[src/pdz_pkg.sv]
// Shared constants for the pad dead zone and button edge block.
// No dependencies; imported by the top level, its checker and the testbench.
package pdz_pkg;

  localparam int BUTTON_BITS   = 32;
  localparam int AXIS_BITS     = 16;
  localparam int NUM_AXES      = 4;
  localparam int AX_IDX_BITS   = $clog2(NUM_AXES);
  localparam int DZ_BITS       = AXIS_BITS - 1;
  localparam int DIV_STEPS     = AXIS_BITS - 1;
  localparam int DIV_CNT_BITS  = $clog2(DIV_STEPS);
  localparam int IN_DATA_BITS  = BUTTON_BITS + NUM_AXES * AXIS_BITS;
  localparam int OUT_DATA_BITS = 3 * BUTTON_BITS + NUM_AXES * AXIS_BITS;

  localparam logic [DZ_BITS-1:0]   DZ_RESET   = DZ_BITS'(3932);
  localparam logic [AXIS_BITS:0]   AXIS_FULL  = (AXIS_BITS + 1)'(1) << (AXIS_BITS - 1);
  localparam logic [AXIS_BITS-2:0] AXIS_MAX   = '1;
  localparam logic [AXIS_BITS-1:0] AXIS_MOST_NEG = AXIS_FULL[AXIS_BITS-1:0];

endpackage

[src/pad_deadzone_and_button_edges.sv]
// Top level: controller poll dead zone rescale and button edge detection.
// Depends on pdz_pkg.
//
// Each accepted poll gets bookkeeping on accept and on completion plus, per
// stick axis, one load, fifteen steps of a shared restoring divider that
// produces one quotient bit per cycle, and one store, with the four axes
// worked in turn through that single divider. An axis at or inside the dead
// zone skips the divider. A failed read skips the divider and all axis work.
// s_tready is high only while the sequencer is idle; a finished result sits
// in the output register so the next poll can be taken while it waits, and a
// result that cannot yet move into a stalled output register holds the
// sequencer in its last step. The dead zone register is written through the
// cfg channel and should change only while no poll is in flight.
module pad_deadzone_and_button_edges
  import pdz_pkg::*;
(
  input  logic                     clk,
  input  logic                     rst,
  input  logic                     cfg_valid,
  output logic                     cfg_ready,
  input  logic [DZ_BITS-1:0]       cfg_data,
  input  logic                     s_tvalid,
  output logic                     s_tready,
  // buttons_now, left_x, left_y, right_x, right_y
  input  logic [IN_DATA_BITS-1:0]  s_tdata,
  // read_ok
  input  logic                     s_tuser,
  output logic                     m_tvalid,
  input  logic                     m_tready,
  // held_mask, pressed_mask, released_mask, out_left_x, out_left_y,
  // out_right_x, out_right_y
  output logic [OUT_DATA_BITS-1:0] m_tdata,
  // connected
  output logic                     m_tuser
);

  localparam logic [2:0] ST_IDLE  = 3'd0;
  localparam logic [2:0] ST_LOAD  = 3'd1;
  localparam logic [2:0] ST_DIV   = 3'd2;
  localparam logic [2:0] ST_STORE = 3'd3;
  localparam logic [2:0] ST_DONE  = 3'd4;

  logic [2:0]              state;
  logic [DZ_BITS-1:0]      dead_zone;
  logic [BUTTON_BITS-1:0]  last_held;
  logic [BUTTON_BITS-1:0]  held;
  logic [BUTTON_BITS-1:0]  pressed;
  logic [BUTTON_BITS-1:0]  released;
  logic                    connected;
  logic [AXIS_BITS-1:0]    axis_in  [NUM_AXES];
  logic [AXIS_BITS-1:0]    axis_res [NUM_AXES];
  logic [AX_IDX_BITS-1:0]  ax;
  logic                    neg;
  logic [AXIS_BITS-1:0]    rem;
  logic [AXIS_BITS-2:0]    quot;
  logic [DIV_CNT_BITS-1:0] cnt;

  logic                    s_accept;
  logic                    out_free;
  logic [BUTTON_BITS-1:0]  held_in;
  logic [AXIS_BITS-1:0]    raw;
  logic [AXIS_BITS:0]      raw_ext;
  logic [AXIS_BITS:0]      mag;
  logic [AXIS_BITS:0]      dz_ext;
  logic [AXIS_BITS:0]      mag_minus_dz;
  logic [AXIS_BITS-1:0]    den;
  logic [AXIS_BITS:0]      rem2;
  logic [AXIS_BITS:0]      rem_diff;
  logic                    rem_ge;
  logic [AXIS_BITS-1:0]    quot_ext;
  logic [AXIS_BITS-1:0]    signed_res;

  assign cfg_ready = 1'b1;
  assign s_tready  = (state == ST_IDLE);
  assign s_accept  = s_tvalid && s_tready;
  assign out_free  = !m_tvalid || m_tready;
  assign held_in   = s_tuser ? s_tdata[BUTTON_BITS-1:0] : '0;

  assign raw          = axis_in[ax];
  assign raw_ext      = {raw[AXIS_BITS-1], raw};
  assign mag          = raw[AXIS_BITS-1] ? ((AXIS_BITS + 1)'(0) - raw_ext) : raw_ext;
  assign dz_ext       = {2'b00, dead_zone};
  assign mag_minus_dz = mag - dz_ext;
  assign den          = AXIS_BITS'(AXIS_FULL - dz_ext);
  assign rem2         = {rem, 1'b0};
  assign rem_diff     = rem2 - {1'b0, den};
  assign rem_ge       = (rem2 >= {1'b0, den});
  assign quot_ext     = {1'b0, quot};
  assign signed_res   = neg ? (AXIS_BITS'(0) - quot_ext) : quot_ext;

  always_ff @(posedge clk) begin
    if (rst) begin
      state     <= ST_IDLE;
      m_tvalid  <= 1'b0;
      dead_zone <= DZ_RESET;
      last_held <= '0;
      ax        <= '0;
      cnt       <= '0;
    end else begin
      if (cfg_valid && cfg_ready) begin
        dead_zone <= cfg_data;
      end
      if (state == ST_DONE && out_free) begin
        m_tvalid <= 1'b1;
      end else if (m_tvalid && m_tready) begin
        m_tvalid <= 1'b0;
      end
      case (state)
        ST_IDLE: begin
          if (s_accept) begin
            last_held <= held_in;
            ax        <= '0;
            state     <= s_tuser ? ST_LOAD : ST_DONE;
          end
        end
        ST_LOAD: begin
          cnt   <= '0;
          state <= (mag <= dz_ext || mag[AXIS_BITS]) ? ST_STORE : ST_DIV;
        end
        ST_DIV: begin
          cnt <= cnt + 1'b1;
          if (cnt == DIV_CNT_BITS'(DIV_STEPS - 1)) begin
            state <= ST_STORE;
          end
        end
        ST_STORE: begin
          ax    <= ax + 1'b1;
          state <= (ax == AX_IDX_BITS'(NUM_AXES - 1)) ? ST_DONE : ST_LOAD;
        end
        ST_DONE: begin
          if (out_free) begin
            state <= ST_IDLE;
          end
        end
        default: begin
          state <= ST_IDLE;
        end
      endcase
    end
  end

  always_ff @(posedge clk) begin
    case (state)
      ST_IDLE: begin
        if (s_accept) begin
          connected <= s_tuser;
          held      <= held_in;
          pressed   <= held_in & ~last_held;
          released  <= last_held & ~held_in;
          for (int i = 0; i < NUM_AXES; i++) begin
            axis_in[i] <= s_tdata[BUTTON_BITS + i*AXIS_BITS +: AXIS_BITS];
          end
        end
      end
      ST_LOAD: begin
        neg <= raw[AXIS_BITS-1];
        rem <= mag_minus_dz[AXIS_BITS-1:0];
        if (mag <= dz_ext) begin
          quot <= '0;
        end else if (mag[AXIS_BITS]) begin
          quot <= AXIS_MAX;
        end
      end
      ST_DIV: begin
        if (rem_ge) begin
          rem  <= rem_diff[AXIS_BITS-1:0];
          quot <= {quot[AXIS_BITS-3:0], 1'b1};
        end else begin
          rem  <= rem2[AXIS_BITS-1:0];
          quot <= {quot[AXIS_BITS-3:0], 1'b0};
        end
      end
      ST_STORE: begin
        axis_res[ax] <= signed_res;
      end
      ST_DONE: begin
        if (out_free) begin
          m_tuser                     <= connected;
          m_tdata[BUTTON_BITS-1:0]    <= held;
          m_tdata[BUTTON_BITS +: BUTTON_BITS]   <= pressed;
          m_tdata[2*BUTTON_BITS +: BUTTON_BITS] <= released;
          for (int i = 0; i < NUM_AXES; i++) begin
            m_tdata[3*BUTTON_BITS + i*AXIS_BITS +: AXIS_BITS] <=
              connected ? axis_res[i] : '0;
          end
        end
      end
      default: begin
      end
    endcase
  end

endmodule

[config.mk]
export PLATFORM = sky130hd
export DESIGN_NAME = pad_deadzone_and_button_edges
export DESIGN_NICKNAME = d
export VERILOG_FILES = /design/src/pdz_pkg.sv /design/src/pad_deadzone_and_button_edges.sv
export SDC_FILE = /design/constraint.sdc
export NUM_CORES = 1
export LEC_CHECK = 0
export ABC_AREA = 1
export BUFFER_PORTS_ARGS = -buffer_cell sky130_fd_sc_hd__buf_2
export CAP_MARGIN = 40
export CORE_ASPECT_RATIO = 0.75
export CORE_UTILIZATION = 39
export DETAILED_ROUTE_END_ITERATION = 12
export GPL_ROUTABILITY_DRIVEN = 0
export PLACE_DENSITY = 0.65
export REMOVE_ABC_BUFFERS = 1
export SETUP_SLACK_MARGIN = 0.15
export SLEW_MARGIN = 20
export SYNTH_ARGS = -nofsm -noshare
export SYNTH_HDL_FRONTEND = slang
export SYNTH_SLANG_ARGS = --single-unit
[constraint.sdc]
create_clock -name clk -period 12.2 [get_ports clk]
set_clock_uncertainty 0.15 [all_clocks]
set_input_delay 2.44 -clock clk [delete_from_list [all_inputs] [get_ports clk]]
set_output_delay 2.44 -clock clk [all_outputs]
set_load 0.02 [all_outputs]
# Word-level counts from Yosys, hierarchy flattened
# Memory sizes are Yosys's and may differ from the RTL's. A register that Yosys moved wholly into a read port is not among the register bits.
# Index checks and enable logic that the tools add are counted.
op_classes:
  addsub: 7
  bitwise: 4
  order_cmp: 2
  eq_ne: 10
  reduce_logical: 19
  n_mux: 28
ops:
  columns: ["cell", "n"]
  rows:
  - ["$and A32 B32 Y32", 2]
  - ["$not A32 Y32", 2]
  - ["$mux W16", 2]
  - ["$mux W32", 1]
  - ["$pmux W16 S2", 1]
  - ["$mux W15", 2]
  - ["$pmux W15 S2", 1]
  - ["$ge A17 B16 Y1", 1]
  - ["$le A17 B15 Y1", 1]
  - ["$mux W17", 1]
  - ["$sub A1 B16 Y17 const A", 1]
  - ["$sub A1 B15 Y16 const A", 1]
  - ["$sub A16 B15 Y16", 1]
  - ["$sub A16 B15 Y16 const A", 1]
  - ["$sub A16 B16 Y16", 1]
  - ["$mux W3", 5]
  - ["$pmux W3 S5", 1]
  - ["$mux W1", 9]
  - ["$pmux W4 S2", 1]
  - ["$reduce_and A2 Y1", 4]
  - ["$eq A3 B2 Y1 const B", 2]
  - ["$mux W2", 3]
  - ["$reduce_bool A2 Y1", 3]
  - ["$logic_not A1 Y1", 5]
  - ["other kinds (14)", 18]
totals:
  mem_bits_rw: 128
  output_inout_bits: 164
  register_bits: 283
  elab_cells: 87
  memories: 2
  in_bits: 117
mem_list:
  columns: ["memory", "depth", "width", "read_ports", "rd_ports_with_merged_regs", "write_ports", "line_no", "text"]
  rows:
  - ["axis_in", 4, 16, 1, 1, 4, "pad_deadzone_and_button_edges.sv:50", "logic [AXIS_BITS-1:0] axis_in [NUM_AXES];"]
  - ["axis_res", 4, 16, 4, 4, 1, "pad_deadzone_and_button_edges.sv:51", "logic [AXIS_BITS-1:0] axis_res [NUM_AXES];"]

# Longest topological paths before layout
# Gate-level depths: netlist of run 1.
logic_depth:
  word_depth: 6
  depth_mapped: 26
  mapped_depth_nobuf: 25

# Least setup slack after synthesis of run 1
# Ideal clock, no wire load.
synth_timing:
  kind: "input port to flip-flop"
  start: "input port m_tready"
  end: "register m_tdata[0] (enable)"
  path_stages: 2
  t_required_ps: 11364
  path_buffers: 0
  setup_time_ps: 686
  arrival_ps: 9134
  slack_ps: 2230
  cell_sequence: "nor2_1 nor2_1"
synth_via:
  elab_chain_len: 2
synth_rtl:
  columns: ["element", "line_no", "text"]
  rows:
  - ["start: declaration", "pad_deadzone_and_button_edges.sv:29", "input logic m_tready,"]
  - ["$logic_or A1 B1 Y1", "pad_deadzone_and_button_edges.sv:76", "assign out_free = !m_tvalid || m_tready;"]
  - ["$reduce_and A2 Y1 (no line)", null, null]
  - ["end signal: indexed assignment", "pad_deadzone_and_button_edges.sv:179", "m_tdata[BUTTON_BITS-1:0] <= held;"]
  - ["end signal: indexed assignment", "pad_deadzone_and_button_edges.sv:180", "m_tdata[BUTTON_BITS +: BUTTON_BITS] <= pressed;"]
  - ["end signal: indexed assignment", "pad_deadzone_and_button_edges.sv:181", "m_tdata[2*BUTTON_BITS +: BUTTON_BITS] <= released;"]
  - ["end: declaration", "pad_deadzone_and_button_edges.sv:32", "output logic [OUT_DATA_BITS-1:0] m_tdata,"]
# No other way between the ends.
# A chain may end at the register's enable or synchronous reset.

==> flow_summary_export.csv, run 1 <==
group,metric,value,unit
outcome,outcome,"finished, final reports clean",
cells_and_area,finalInstanceArea,23000,µm²
routing,dr.first_iter.drc_count,1042,
logic_synthesis,ys.flop_type,"edfxtp_1",
routing,finalWirelength,41700,µm
cells_and_area,fillers,4420,
timing,fin_crit,4.71,ns
power_and_ir_drop,pwr_density_cell,202,nW/µm²
job,cap_viol_max_count,0,
logic_synthesis,synthSimpleGateAreaFrac,0.129,
cells_and_area,syn_to_final_growth,19.4,%
global_routing,grt_pass1_wl,64300,µm
worst_setup_path,cp_data_required_time,12.26,ns
placement,numPortBuffers,279,
routing,vias_per_cell,4.75,
die,fp-row-count,70,
routing,wl_met2,18500,µm
logic_synthesis,ys_warn_count,0,
worst_setup_path,path_cells,"buf_8, inv_2, o211ai_1, nand2_1, inv_1, ha_1, nand3_1, inv_1, nand2_1, nor2_1, nand2_1, nand2_1, xnor2_1, inv_1, ha_1, a21oi_1, o21ai_0, a21oi_1, nand2_1, nand2_1, nand3_1, nand2_1",
logic_synthesis,synthXorXnorAreaFrac,0.0200,
worst_setup_path,worst_setup_path_end_kind,"flop",
routing,vias,12453,
routing,dr.pass1.iters,6,
timing,setup_violations,0,
hold_path,min_path_type,"reg -> reg",
clocking,ctsRootBufferMaster,"clkbuf_16",
logic_synthesis,ys_types,41,
timing,finalCritPeriodShare,0.386,
timing,fmax,212,MHz
logic_synthesis,syn_avg_cell_area,11.8,µm²
die,die-width,259,µm
cells_and_area,final_cells,2621,
worst_setup_path,critPathSlowestCell,"dfxtp_1",
clocking,cts.repair.resized,0,
die,fp.coreArea,48800,µm²
worst_setup_path,cpMostUsedCell,"nand2_1",
timing,slew_headroom,0.149,
worst_setup_path,r2r_slack,7.49,ns
logic_synthesis,ys_seq_area_frac,0.711,
power_and_ir_drop,vdd_ir_drop_max,133,µV
timing,worst_pin_slew,1.28,ns
logic_synthesis,syn-cell-area,19300,µm²
routing,wl_met1,19600,µm
logic_synthesis,synth_top_family_by_area,"simple AND/OR/NAND/NOR gates",
clocking,clk_path_buf_depth,3,
worst_setup_path,r2r_cells,22,
global_routing,grt_max_degree,219,
timing,hold_slack,0.263,ns
clocking,path_clk_slew,0.06,ns
cells_and_area,drive_above_1_share,0.194,
timing,hold_viol,0,
routing,postRouteAntennaNets,0,
routing,wl_per_cell,15.9,µm
timing,tns,0,ns
clocking,post_cts_buffers,0,
global_routing,antenna_found_initial,1,
global_routing,track_usage,0.164,
clocking,cts_buffers,47,
logic_synthesis,syn_inst,1639,
clocking,htreeDepth,2,
logic_synthesis,yosys_register_bits,477,
power_and_ir_drop,p_leak,9.74,nW
worst_setup_path,cpPeakStageDelay,0.52,ns
global_routing,grt_pass1_vias,11818,
global_routing,overflow,0,
clocking,clock-sinks,477,
logic_synthesis,synth_edf_count,418,
timing,report.final.slew_viol_count,0,
die,initial_utilization,0.396,
routing,wl_met3,2770,µm
worst_setup_path,worstSetupStartpointType,"flop",
worst_setup_path,crit_type,"reg -> reg",
clocking,cts_tree,"built",
placement,dp_hpwl,28900,µm
worst_setup_path,worst_ep_arrival_time,4.78,ns
clocking,ctsHoldBuffers,0,
worst_setup_path,r2r_end,"quot[12]",
placement,pre_cts_slack,7.34,ns
cells_and_area,final_util,0.472,
hold_path,hold_start,"pressed[0]",
logic_synthesis,async_flop_share,0,
clocking,worstSkewPairLatency,0.58,ns
timing,timing.final.ws_setup,7.49,ns
die,dieHeight,195,µm
routing,drt_drc_violations_left,0,
power_and_ir_drop,p_total,4.65,mW
cells_and_area,nets,2092,
logic_synthesis,synth_compound_area_frac,0.0559,
placement,post-place-cells,2531,
logic_synthesis,synthMuxAreaShare,0.000518,
die,pin_count,281,
timing,rsz0062_at_grt,"false",
logic_synthesis,synth_fa_ha_area_frac,0.0270,
die,die_area,50400,µm²
worst_setup_path,crit_fanout,33,
routing,maxUsedRoutingLayer,"met4",
hold_path,holdPathEnd,"m_tdata[32]",
placement,place_area,21500,µm²
hold_path,min_path_cells,0,
## placed cells by master (no fill, tap or decap), types with 4 or more instances in the layout
cell	count
clkbuf_1	14
ha_1	40
inv_1	225
dfxtp_1	59
buf_4	5
nand2_1	336
edfxtp_1	418
nand4_1	12
o21ai_0	84
buf_2	279
buf_8	4
nor3_1	8
nor2_2	5
o21ai_2	6
o21a_1	4
nor2_1	119
or2_2	6
a21o_1	4
bufinv_16	4
nand3b_1	15
xor2_1	29
clkbuf_16	48
clkinv_2	5
nand3_1	85
xnor2_1	15
nand2_2	4
a21oi_1	93
clkinv_1	11
## sequential cells by signal (all words and copies together) (netlist names), named ones only
signal and count:
quot 15, cnt 4, neg 1, pressed 32, axis_res 64, state 3, released 32, connected 1
held 32, axis_in 64, rem 16, ax 2, m_tvalid 1, last_held 32, dead_zone 15, m_tdata 160
m_tuser 1
## layout make-up
cell class,count,area [µm²],share of cell area
flip-flops and latches,477,13700,0.596
inverters,229,862,0.0374
diodes,1,2.50,0.000109
clock buffers,63,1270,0.0550
well taps,648,811,0.0352
clock inverters,24,260,0.0113
repair buffers,292,1590,0.0690
multi-input cells,887,4520,0.196
## kinds of logic (layout without fill, tap and decap cells)
kind of cell	Yosys count	after routing
AO/OA/AOI/OAI	203	203
XOR/XNOR	44	44
adder cells (fa/ha/maj)	41	41
buffers and inverters	275	608
flip-flops	477	477
multiplexers	1	1
other	1	2
AND/OR/NAND/NOR	597	597
## report_power, final
group | switching (mW) | total, mW | leakage [nW] | internal, mW
sequential | 0.0915 | 2.23 | 4.41 | 2.14
clock | 0.607 | 1.43 | 0.731 | 0.821
combinational | 0.681 | 0.987 | 4.60 | 0.306
total | 1.38 | 4.65 | 9.74 | 3.27
## synthesized netlist by cell type, types with 3 or more instances
cell type,instances,share of area
a21o_1,4,0.0016
a21oi_1,93,0.024
a31oi_1,3,0.00097
buf_2,11,0.0029
buf_4,3,0.0012
clkbuf_1,30,0.0058
dfxtp_1,59,0.061
edfxtp_1,418,0.65
ha_1,40,0.026
inv_1,225,0.044
nand2_1,337,0.066
nand2_2,3,0.00097
nand3_1,85,0.022
nand3b_1,15,0.0058
nand4_1,12,0.0039
nor2_1,123,0.024
nor2_2,3,0.00097
nor3_1,8,0.0021
o21a_1,4,0.0016
o21ai_0,84,0.022
o21ai_2,6,0.0027
or2_2,6,0.0019
xnor2_1,15,0.0068
xor2_1,29,0.013
## critical path: cells and delay by family (launching register included)
kind                     cells  cell delay, ns
AO/OA/AOI/OAI                4            0.79
buffers and inverters        5            0.74
AND/OR/NAND/NOR             10            1.48
XOR/XNOR                     1            0.13
adder cells (fa/ha/maj)      2            0.51
flip-flops                   1            0.52
## routing by layer
| metal | track usage | vias up |
|---|---|---|
| met1 | 0.232 | 5869 |
| li1 | - | 6115 |
| met4 | 0.0480 | 0 |
| met3 | 0.0357 | 58 |
| met5 | 0 | - |
| met2 | 0.254 | 411 |
## worst max path at each step
stage | startpoint | to | slack, ns | cells past startpoint
after floorplan | s_tvalid | last_held[0] | -1.69 | 5
after global placement | flop | quot[12] | 7.07 | 21
after detailed placement | s_tvalid | last_held[30] | 7.34 | 7
after CTS | flop | quot[2] | 7.54 | 22
after global routing | flop | quot[3] | 7.09 | 22
final | flop | quot[12] | 7.49 | 22
(Power assumes the default switching activity.)
==> run 2: changes to the inputs <==
==> constraint.sdc (replaced) <==
create_clock -name clk -period 4.9 [get_ports clk]
set_clock_uncertainty 0.15 [all_clocks]
set_input_delay 0.98 -clock clk [delete_from_list [all_inputs] [get_ports clk]]
set_output_delay 0.98 -clock clk [all_outputs]
set_load 0.02 [all_outputs]
==> run 2 against run 1 <==
Die area unchanged. Power grew to 2.5 times the previous value. Sequential share of layout area fell by 0.34 points. Combinational power grew to 2.6 times the previous value. Routed wire length increased by 0.35%. Register-to-register slack worse by 6.9 ns. Worst hold slack worse by 0.0083 ns. Sequential cell count is the same. First-iteration DRC count shrank 7.4%. Critical path depth is the same. Count of clock-buffer cells in the layout shrank 3. Global-route usage barely moved. Critical path type unchanged. Largest cell class unchanged. Largest power group unchanged.
==> flow_summary_export.csv, run 2 (synthesized netlist as in run 1, its figures left out) <==
group,metric,value,unit
power_and_ir_drop,p_total,11.7,mW
cells_and_area,fillers,4332,
die,die-width,259,µm
cells_and_area,largest_reg_flops,160,
global_routing,overflow,0,
timing,setup_violations,0,
clocking,cts_tree,"built",
cells_and_area,drive_above_1_share,0.202,
clocking,clk_path_buf_depth,3,
timing,hold_slack,0.255,ns
worst_setup_path,crit_fanout,33,
routing,postRouteAntennaNets,0,
outcome,outcome,"finished, final reports clean",
hold_path,min_path_type,"reg -> reg",
timing,report.final.slew_viol_count,0,
routing,vias_per_cell,4.77,
global_routing,track_usage,0.165,
routing,drt_drc_violations_left,0,
timing,finalCritPeriodShare,0.876,
timing,tns,0,ns
die,dieHeight,195,µm
worst_setup_path,critPathSlowestCell,"nand2_1",
power_and_ir_drop,p_leak,9.82,nW
power_and_ir_drop,vdd_ir_drop_max,277,µV
routing,vias,12536,
timing,rsz0062_at_grt,"false",
clocking,cts_buffers,45,
timing,fin_crit,4.29,ns
die,fp.coreArea,48800,µm²
placement,numPortBuffers,279,
power_and_ir_drop,pwr_density_cell,505,nW/µm²
routing,dr.first_iter.drc_count,965,
timing,worst_pin_slew,0.756,ns
placement,dp_hpwl,29400,µm
global_routing,grt_pass1_wl,64400,µm
worst_setup_path,worstSetupStartpointType,"flop",
cells_and_area,mostFrequentLayoutCells,"edfxtp_1, nand2_1, buf_2",
clocking,ctsRootBufferMaster,"clkbuf_16",
cells_and_area,final_common_cell,"edfxtp_1",
routing,dr.pass1.iters,5,
worst_setup_path,cpPeakStageDelay,0.51,ns
global_routing,grt_pass1_vias,11948,
timing,hold_viol,0,
die,fp-row-count,70,
cells_and_area,syn_to_final_growth,20.1,%
timing,fmax,233,MHz
clocking,ctsHoldBuffers,0,
clocking,path_clk_slew,0.06,ns
worst_setup_path,worst_setup_path_end_kind,"flop",
clocking,worstSkewPairLatency,0.57,ns
routing,wl_per_cell,15.9,µm
global_routing,antenna_found_initial,0,
timing,slew_headroom,0.496,
global_routing,grt_max_degree,218,
worst_setup_path,crit_type,"reg -> reg",
cells_and_area,top_regs,"m_tdata x160, axis_in x64, axis_res x64",
die,die_area,50400,µm²
cells_and_area,num_antenna_cells,0,
worst_setup_path,cp_data_required_time,4.96,ns
worst_setup_path,cpMostUsedCell,"nand2_1",
worst_setup_path,worst_ep_arrival_time,4.35,ns
die,pin_count,281,
cells_and_area,nets,2102,
routing,finalWirelength,41800,µm
job,cap_viol_max_count,0,
clocking,htreeDepth,2,
worst_setup_path,path_cells,"inv_2, nand2_1, o211ai_1, nand2_1, inv_1, ha_1, nand3_1, inv_1, nand2_1, nor2_1, nand2_1, nand2_1, xnor2_1, inv_1, ha_1, a21oi_1, o21ai_0, a21oi_1, nand2_1, nand2_1, nand3_1, nand2_1",
clocking,post_cts_buffers,0,
clocking,cts.repair.resized,0,
clocking,clock-sinks,477,
die,initial_utilization,0.396,
cells_and_area,top_register,"m_tdata",
==> run 2: metrics by stage <==
step	utilization	setup slack (ns)	instances	instance area, µm²
floorplan	-	-7.53	1593	19100
global placement	0.440	0.736	2538	21500
detailed placement	0.442	0.635	2542	21600
CTS	0.474	0.615	2625	23100
global route	0.475	0.220	2628	23200
finish	0.475	0.606	2628	23200
==> run 2: cell type report <==
class                   instances  area, µm²  area share
repair buffers                304       1700      0.0734
well taps                     648        811      0.0350
clock inverters                23        342      0.0147
clock buffers                  60       1210      0.0523
flip-flops and latches        477      13700       0.592
inverters                     229        862      0.0372
multi-input cells             887       4520       0.195
==> run 2: final timing paths <==
path / start / end / slack, ns / depth (start not counted)
worst max-delay path: flop / quot[2] / 0.61 / 22
worst min-delay path: released[4] / m_tdata[68] / 0.25 / 0
worst max register to register: flop / quot[2] / 0.61 / 22
worst min register to register: released[4] / m_tdata[68] / 0.25 / 0
==> run 2: worst max-delay path, delay by kind of cell, from the launching register on <==
kind,cells,cell delay [ns]
AO/OA/AOI/OAI,4,0.64
flip-flops,1,0.31
adder cells (fa/ha/maj),2,0.50
AND/OR/NAND/NOR,11,1.56
XOR/XNOR,1,0.13
buffers and inverters,4,0.64
==> run 2: metal layers <==
layer / vias to the layer above / part of all wire / track usage
li1: 6145 / - / -
met1: 5886 / 0.46 / 0.235
met2: 441 / 0.45 / 0.257
met3: 64 / 0.066 / 0.0287
met4: 0 / 0.022 / 0.0465
met5: - / 0 / 0
==> run 2: power by group <==
| group | switching [mW] | internal [mW] | total [mW] |
|---|---|---|---|
| combinational | 1.72 | 0.797 | 2.52 |
| clock | 1.51 | 2.14 | 3.65 |
| sequential | 0.224 | 5.32 | 5.54 |
| total | 3.45 | 8.25 | 11.7 |
==> run 3: changes to the inputs <==
--- a/config.mk
+++ b/config.mk
@@ -15,7 +15,7 @@
 export PLACE_DENSITY = 0.65
 export REMOVE_ABC_BUFFERS = 1
 export SETUP_SLACK_MARGIN = 0.15
-export SLEW_MARGIN = 20
+export SLEW_MARGIN = 15
 export SYNTH_ARGS = -nofsm -noshare
 export SYNTH_HDL_FRONTEND = slang
 export SYNTH_SLANG_ARGS = --single-unit
==> constraint.sdc (replaced) <==
create_clock -name clk -period 5.25 [get_ports clk]
set_clock_uncertainty 0.15 [all_clocks]
set_input_delay 1.05 -clock clk [delete_from_list [all_inputs] [get_ports clk]]
set_output_delay 1.05 -clock clk [all_outputs]
set_load 0.02 [all_outputs]
==> run 3 against run 2 <==
Sequential cell count did not move. Critical endpoint is now quot[3]. Highest routed layer unchanged. Largest power group unchanged. Sequential power fell by 6.5%. Final cell count fell by 0.23%. Critical path type unchanged. Clock power fell by 6.3%.
==> flow_summary_export.csv, run 3 (synthesized netlist as in run 1, its figures left out) <==
group,metric,value,unit
cells_and_area,nets,2096,
worst_setup_path,worst_ep_arrival_time,4.40,ns
routing,drt_drc_violations_left,0,
timing,fmax,230,MHz
power_and_ir_drop,p_leak,9.80,nW
worst_setup_path,worstSetupStartpointType,"flop",
cells_and_area,mostFrequentLayoutCells,"edfxtp_1, nand2_1, buf_2",
global_routing,track_usage,0.164,
global_routing,grt_max_degree,218,
power_and_ir_drop,vdd_ir_drop_max,268,µV
hold_path,min_path_type,"reg -> reg",
timing,worst_pin_slew,1.20,ns
cells_and_area,final_common_cell,"edfxtp_1",
outcome,outcome,"finished, final reports clean",
clocking,post_cts_buffers,0,
clocking,cts.repair.resized,0,
cells_and_area,top_regs,"m_tdata x160, axis_in x64, axis_res x64",
timing,slew_headroom,0.203,
power_and_ir_drop,pwr_density_cell,473,nW/µm²
clocking,path_clk_slew,0.06,ns
worst_setup_path,cp_data_required_time,5.30,ns
clocking,ctsRootBufferMaster,"clkbuf_16",
worst_setup_path,cpPeakStageDelay,0.56,ns
die,dieHeight,195,µm
worst_setup_path,path_cells,"inv_2, nand2_1, o211ai_1, nand2_1, inv_1, ha_1, nand3_1, inv_1, nand2_1, nor2_1, nand2_1, nand2_1, xnor2_1, inv_1, ha_1, a21oi_1, o21ai_0, a21oi_1, nand2_1, nand2_1, nand3_1, nand2_1",
die,pin_count,281,
timing,rsz0062_at_grt,"false",
placement,numPortBuffers,279,
clocking,ctsHoldBuffers,0,
worst_setup_path,worst_setup_path_end_kind,"flop",
global_routing,antenna_found_initial,1,
routing,wl_per_cell,15.9,µm
die,fp-row-count,70,
routing,dr.first_iter.drc_count,1178,
job,cap_viol_max_count,0,
clocking,htreeDepth,2,
power_and_ir_drop,p_total,10.9,mW
routing,postRouteAntennaNets,0,
cells_and_area,largest_reg_flops,160,
cells_and_area,final_util,0.474,
routing,dr.pass1.iters,7,
timing,setup_violations,0,
die,initial_utilization,0.396,
cells_and_area,syn_to_final_growth,19.8,%
global_routing,grt_pass1_vias,11737,
timing,finalCritPeriodShare,0.830,
cells_and_area,top_register,"m_tdata",
global_routing,grt_pass1_wl,64300,µm
clocking,worstSkewPairLatency,0.57,ns
clocking,cts_buffers,46,
worst_setup_path,critPathSlowestCell,"nand2_1",
worst_setup_path,crit_type,"reg -> reg",
die,die_area,50400,µm²
timing,report.final.slew_viol_count,0,
timing,fin_crit,4.36,ns
clocking,clock-sinks,477,
routing,vias,12483,
clocking,clk_path_buf_depth,3,
die,fp.coreArea,48800,µm²
cells_and_area,drive_above_1_share,0.199,
timing,hold_viol,0,
worst_setup_path,crit_fanout,33,
routing,finalWirelength,41700,µm
worst_setup_path,cpMostUsedCell,"nand2_1",
global_routing,overflow,0,
routing,vias_per_cell,4.76,
die,die-width,259,µm
placement,dp_hpwl,29300,µm
clocking,cts_tree,"built",
[run 3: path summary, 6_finish.rpt]
check	startpoint	slack, ns	to	cells after the start
worst max-delay path	flop	0.89	quot[3]	22
worst min-delay path	pressed[10]	0.26	m_tdata[42]	0
worst max register to register	flop	0.89	quot[3]	22
worst min register to register	pressed[10]	0.26	m_tdata[42]	0
[run 3: layout make-up]
cell class | instances | area [µm²]
Antenna cell | 1 | 2.50
Clock buffer | 58 | 1240
Clock inverter | 25 | 333
Fill cell | 4402 | 25700
Inverter | 229 | 862
Multi-Input combinational cell | 887 | 4520
Sequential cell | 477 | 13700
Tap cell | 648 | 811
Timing Repair Buffer | 297 | 1620
[run 3: report_power, final]
group	internal [mW]	switching, mW	total [mW]	leakage (nW)
sequential	4.97	0.213	5.18	4.41
combinational	0.723	1.60	2.32	4.63
clock	2.02	1.39	3.42	0.766
[run 3: per-layer routing]
| metal | routed length, µm | vias up | global-route usage | part of all wire |
|---|---|---|---|---|
| met5 | 0 | - | 0 | 0 |
| met3 | 3030 | 54 | 0.0330 | 0.073 |
| li1 | - | 6127 | - | - |
| met4 | 691 | 0 | 0.0419 | 0.017 |
| met1 | 19200 | 5857 | 0.237 | 0.46 |
| met2 | 18800 | 445 | 0.254 | 0.45 |
[run 3: worst max-delay path: cells and delay by family (launching register included)]
kind / cells / cell delay, ns
AOI/OAI and AO/OA: 4 / 0.63
xor gates and xnor gates: 1 / 0.13
adders and majority gates: 2 / 0.50
buffers and inverters: 4 / 0.66
DFF: 1 / 0.32
and+or+nand+nor: 11 / 1.57
[run 3: metrics by stage]
stage	area [µm²]	setup WS [ns]	hold WS [ns]	TNS, ns	std cells
2_1_floorplan	19100	-7.25	0.250	-1508.43	1593
3_3_place_gp	21400	1.06	0.251	0	2532
3_5_place_dp	21500	0.974	0.255	0	2537
4_1_cts	23100	0.939	0.261	0	2620
5_1_grt	23100	0.427	0.270	0	2622
6_report	23100	0.895	0.262	0	2622
